$ cat config.mk
export PLATFORM = sky130hd
export DESIGN_NAME = tdm_div
export DESIGN_NICKNAME = d
export VERILOG_FILES = /design/src/sv/tdm_pkg.sv /design/src/sv/tdm_div.sv
export SDC_FILE = /design/constraint.sdc
export NUM_CORES = 1
export LEC_CHECK = 0
export ABC_AREA = 1
export BUFFER_PORTS_ARGS = -buffer_cell sky130_fd_sc_hd__buf_2
export CELL_PAD_IN_SITES_DETAIL_PLACEMENT = 0
export CELL_PAD_IN_SITES_GLOBAL_PLACEMENT = 1
export CORE_MARGIN = 4
export CORE_UTILIZATION = 42
export CTS_BUF_LIST = sky130_fd_sc_hd__clkbuf_8
export DETAILED_ROUTE_END_ITERATION = 6
export HOLD_SLACK_MARGIN = 0.1
export PLACE_DENSITY_LB_ADDON = 0.12
export SLEW_MARGIN = 40
export SYNTH_ARGS = -nofsm -noshare
export SYNTH_HDL_FRONTEND = slang
export SYNTH_SLANG_ARGS = --single-unit
$ cat constraint.sdc
create_clock -name clk_i -period 2.35 [get_ports clk_i]
set_input_delay 0.3525 -clock clk_i [delete_from_list [all_inputs] [get_ports clk_i]]
set_output_delay 0.3525 -clock clk_i [all_outputs]
set_load 0.02 [all_outputs]
$ cat src/sv/tdm_pkg.sv
// shared widths and defaults for the top-k dot-product memory
package tdm_pkg;
  localparam int EW              = 16;  // element width, q8.8
  localparam int KW              = 5;   // neighbor count width
  localparam int MAX_ENTRIES_DEF = 16;
  localparam int VECTOR_LEN_DEF  = 16;
endpackage

$ cat src/sv/tdm_div.sv
// iterative signed-by-unsigned divider, one quotient bit per cycle, truncating
module tdm_div #(
  parameter int W = 21
) (
  input  logic                      clk_i,
  input  logic                      rst_ni,
  input  logic                      start_i,
  input  logic signed [W-1:0]       dividend_i,
  input  logic [tdm_pkg::KW-1:0]    divisor_i,
  output logic                      done_o,
  output logic signed [W-1:0]       quotient_o
);
  import tdm_pkg::*;

  localparam int CW = $clog2(W + 1);

  logic          busy_q, busy_d;
  logic          done_q, done_d;
  logic          neg_q, neg_d;
  logic [CW-1:0] cnt_q, cnt_d;
  logic [KW-1:0] rem_q, rem_d;
  logic [W-1:0]  quo_q, quo_d;
  logic [KW-1:0] div_q, div_d;
  logic [KW:0]   shifted;
  logic          take;

  assign shifted = {rem_q, quo_q[W-1]};
  assign take    = shifted >= {1'b0, div_q};

  always_comb begin
    busy_d = busy_q;
    done_d = 1'b0;
    neg_d  = neg_q;
    cnt_d  = cnt_q;
    rem_d  = rem_q;
    quo_d  = quo_q;
    div_d  = div_q;
    if (start_i) begin
      busy_d = 1'b1;
      neg_d  = dividend_i[W-1];
      quo_d  = dividend_i[W-1] ? W'(-dividend_i) : dividend_i;
      rem_d  = '0;
      cnt_d  = '0;
      div_d  = divisor_i;
    end else if (busy_q) begin
      rem_d = take ? KW'(shifted - {1'b0, div_q}) : shifted[KW-1:0];
      quo_d = {quo_q[W-2:0], take};
      cnt_d = cnt_q + 1'b1;
      if (cnt_q == CW'(W - 1)) begin
        busy_d = 1'b0;
        done_d = 1'b1;
      end
    end
  end

  always_ff @(posedge clk_i or negedge rst_ni) begin
    if (!rst_ni) begin
      busy_q <= 1'b0;
      done_q <= 1'b0;
      cnt_q  <= '0;
    end else begin
      busy_q <= busy_d;
      done_q <= done_d;
      cnt_q  <= cnt_d;
    end
  end

  always_ff @(posedge clk_i) begin
    neg_q <= neg_d;
    rem_q <= rem_d;
    quo_q <= quo_d;
    div_q <= div_d;
  end

  assign done_o     = done_q;
  assign quotient_o = neg_q ? -$signed(quo_q) : $signed(quo_q);
endmodule

# Yosys cells after proc, flatten, opt, wreduce, memory -nomap -nowiden
# Cells that the tools add are included.
[word_totals]
reg_bits = 39
out_inout_bits = 22
input_bits = 29
word_cells = 27
[classes]
add_sub_neg = 4
muxes = 13
reduce_logical = 1
n_lt_le_gt_ge = 1
n_eq_ne = 1
[op_table]
columns = ["op", "n"]
rows = [
  ["$mux W21", 4],
  ["$neg A21 Y21", 2],
  ["$mux W5", 3],
  ["$ge A6 B5 Y1", 1],
  ["$mux W1", 6],
  ["$add A5 B1 Y5 const B", 1],
  ["$eq A5 B5 Y1 const B", 1],
  ["$sub A5 B5 Y5", 1],
  ["$reduce_bool A2 Y1", 1],
]

# Longest topological paths before layout
[depth]
word_depth = 4
ltp_mapped = 11
depth_no_buf = 11

# Least setup slack after synthesis
# Ideal clock, no wire load.
[synth_timing]
path_type = "flip-flop to output port"
startpoint = "register quo_q[0]"
endpoint = "output port quotient_o[16]"
path_slack_ns = 0.542
stages_incl_launch_ff = 9
arrival_ns = 1.455
path_buffers = 0
cell_sequence = "edfxtp_1 > inv_2 > ha_1 > nand3_2 > nor2_4 > nand3_2 > nand2_2 > nand2_1 > xor2_1"
[synth_via]
elab_chain_cells = 2
[synth_rtl]
columns = ["item", "line_no", "source"]
rows = [
  ["start: declaration", "tdm_div.sv:22", "logic [W-1:0] quo_q, quo_d;"],
  ["start signal: assignment", "tdm_div.sv:71", "quo_q <= quo_d;"],
  ["$neg A21 Y21", "tdm_div.sv:76", "assign quotient_o = neg_q ? -$signed(quo_q) : $signed(quo_q);"],
  ["$mux W21", "tdm_div.sv:76", ""],
  ["end: declaration", "tdm_div.sv:11", "output logic signed [W-1:0] quotient_o"],
]
# No other way between the ends.

# Worst setup path in the final report
[layout_timing]
startpoint = "register quo_q[1]"
endpoint = "output port quotient_o[16]"
# Same word-level chain as after synthesis.

==> impl_metrics.ini <==
[min_path]
min-delay-start = divisor_i[2]
hold_class = in -> reg

[timing]
worstMarginPinSlew_ps = 485.5
grt_setup_unrepaired = false
drv_slew = 0
timing.final.crit_period_ps = 2167
final.setup.tns_ps = 0
setup_slack_ps = 182.9
fin_crit_sh = 0.9222
fin_worst_skew_ps = 10.05
finalSetupViolCount = 0
fmax_mhz = 461.5
timing.hold.ws_ps = 230.8
hold_violations = 0
max-slew-margin-rel = 0.6763

[synth]
syn_area_um2 = 2979
synth_top_area_cell = edfxtp_1
avgSynthCellArea_um2 = 7.110
yosysSeqAreaShare = 0.3646
yosys.area.top_type_share = 0.2722
synth_area_leaders = edfxtp_1, nand2_1, nand3_1
synth-seq-cells = 39
ys_async_sr_fraction = 0.1795
syn_nets = 458
synth_edf_count = 27
yosysWarnings = 0
syn-instance-count = 419
synth_cell_types = 36
synth_ff_type = edfxtp_1

[drt]
viasPerCell = 4.790
remaining_drc_errors = 0
wire_per_inst_um = 12.13
ant_nets = 0
drt_iter0_markers = 173
first_pass_iters = 4
vias = 2711
wirelength_um = 6863

[die]
num_io_pins = 51
start_util = 0.4361
core_um2 = 6832
fp.dieH_um = 92.22
placementRows = 30
die_area_um2 = 8505
die_x_um = 92.22

[power]
switchingPower_uw = 904.7
power.total_mw = 2.295
p_comb_frac = 0.404
p_leak_nw = 1.643
switching_share = 0.3943
internal-power_mw = 1.390
power.density_nw_per_um2 = 674.2
seqPwrFrac = 0.404
clock_power_share = 0.192
ir_worst_vdd_mv = 0.2398

[place]
place_ws_ps = 407.3
placed_cell_area_um2 = 3309
port-buffer-count = 50
dp_hpwl_um = 5544
place_congestion = 0.8022
dpl.cell_count = 557

[setup_path]
path_cells = inv_2 > ha_1 > nand3_2 > nor2_4 > nand3_2 > nand2_2 > nand2_1 > xor2_1 > buf_2
endpoint_kind = primary output
worst_path_largest_cell_delay_ps = 420
crit_type = reg -> out
critPathSlowestCell = edfxtp_1
regToRegStartpoint = quo_q[20]
cp_max_fo = 7
path_common_cell = nand3_2
arrival_ps = 1810
start_kind = register
required_ps = 2000
critPathLaunch = quo_q[1]

[finish]
post-route-util = 0.4982
antenna_cells = 0
layout.nets = 508
stdcell_area_um2 = 3403
areaGrowthSynthToFinish_pct = 14.24
fill_cells = 754
final_cell_count_no_fill = 566
layout-drive-gt1-share = 0.1979

[clocking]
cts_buffers = 5
cts_resized = 0
clk_pin_slew_ps = 80
htree_levels = 2
clockBufferDepth = 2
cts_tree = yes
clockRootBuffer = clkbuf_8
cts_setup_buffers = 0
cts.sinks = 39
cts_hold_buffers = 1
clkLatencyLatePin_ps = 290

[global_routing]
grt_pass1_wl_um = 11610
antenna_found_initial = 0
grt_pass1_vias = 2408
grt_overflow_total = 0
grtUsageTotal = 0.1689
grt_max_degree = 28

[flow_run]
max_cap_violations = 0

[run_status]
outcome = finished clean
state kept, by name, indices dropped and copies added, names as in the netlist:
register  flops
neg_q         1
div_q         5
busy_q        1
quo_q        21
cnt_q         5
rem_q         5
done_o        1
synth_stat cells (all sizes together), types with 3 or more instances:
cell type / instances
nand2: 128
inv: 54
nand3: 52
nor2: 48
o21ai: 31
edfxtp: 27
xor2: 14
a21oi: 13
buf: 10
ha: 9
dfrtp: 7
dfxtp: 5
xnor2: 4
nand4: 3
o211ai: 3
power by group through the flow:
stage	Combinational (mW)	Sequential (mW)	Clock (mW)
after floorplan	0.707	0.916	0
after global placement	0.927	0.938	0
after detailed placement	0.926	0.942	0
after CTS	0.934	0.927	0.454
after global routing	1.05	0.940	0.481
final	0.928	0.926	0.441
layout make-up:
| cell class | instances | area [um2] | share of cell area |
|---|---|---|---|
| Multi-Input combinational cell | 315 | 1628 | 0.4783 |
| Inverter | 54 | 202.7 | 0.05956 |
| Clock buffer | 5 | 68.82 | 0.02022 |
| Sequential cell | 39 | 1086 | 0.3191 |
| Clock inverter | 3 | 15.01 | 0.004412 |
| Tap cell | 96 | 120.1 | 0.03529 |
| Timing Repair Buffer | 54 | 282.8 | 0.08309 |
worst max-delay path: cells and delay by family (launching register included):
family	cells	cell delay [ps]
xor gates and xnor gates	1	130
adders and majority gates	1	170
buffers and inverters	2	240
DFF	1	420
and+or+nand+nor	5	540
cell families (layout without fill, tap and decap cells):
kind of cell | Yosys count | after routing | share of synthesized area
adder cells (fa/ha/maj) | 10 | 10 | 0.04452
XOR/XNOR | 18 | 18 | 0.05292
buffers and inverters | 65 | 116 | 0.08903
AO/OA/AOI/OAI | 51 | 51 | 0.09954
flip-flops | 39 | 39 | 0.3646
AND/OR/NAND/NOR | 236 | 236 | 0.3494
layer usage:
metal,part of all wire,GRT usage,wire (um)
met3,0.052,0.02215,355
met4,0.010,0.05198,69
met5,0,0,0
met2,0.40,0.2439,2764
met1,0.54,0.2592,3673
worst paths after layout:
path / depth (start not counted) / slack [ps] / endpoint
worst max-delay path: 9 / 180 / quotient_o[16]
worst min-delay path: 1 / 230 / div_q[2]
worst max register to register: 10 / 440 / quo_q[0]
worst min register to register: 2 / 470 / rem_q[4]
max in group asynchronous: 2 / 1780 / cnt_q[1]
min in group asynchronous: 2 / 420 / cnt_q[0]
cell usage in the layout, fill, tap and decap left out:
| cell | synthesis | final |
|---|---|---|
| nand2_1 | 122 | 122 |
| buf_2 | 5 | 50 |
| nand3_1 | 49 | 49 |
| inv_1 | 42 | 43 |
| nor2_1 | 40 | 40 |
| edfxtp_1 | 27 | 27 |
| o21ai_1 | 15 | 15 |
| o21ai_0 | 14 | 14 |
| xor2_1 | 14 | 14 |
| inv_2 | 12 | 12 |
| a21oi_1 | 12 | 12 |
| ha_1 | 9 | 9 |
| dfrtp_1 | 7 | 7 |
| nor2_2 | 5 | 5 |
| nand2_2 | 5 | 5 |
| clkbuf_8 | 0 | 5 |
| dfxtp_1 | 5 | 5 |
| xnor2_1 | 4 | 4 |
| nor2_4 | 3 | 3 |
| nand4_1 | 3 | 3 |
| nand3_2 | 3 | 3 |
| o211ai_1 | 3 | 3 |
| buf_4 | 4 | 3 |
| nor3_1 | 2 | 2 |
| o22ai_1 | 2 | 2 |
| o21ai_4 | 1 | 1 |
| or2_4 | 1 | 1 |
| a21oi_4 | 1 | 1 |
| nand2_4 | 1 | 1 |
| o31ai_1 | 1 | 1 |
| a21o_1 | 1 | 1 |
| o21ai_2 | 1 | 1 |
| nand2b_1 | 1 | 1 |
| nor4_1 | 1 | 1 |
| fa_1 | 1 | 1 |
| inv_4 | 0 | 1 |
| clkinv_2 | 0 | 1 |
| dlygate4sd3_1 | 0 | 1 |
Power figures use the tool's default switching activity.
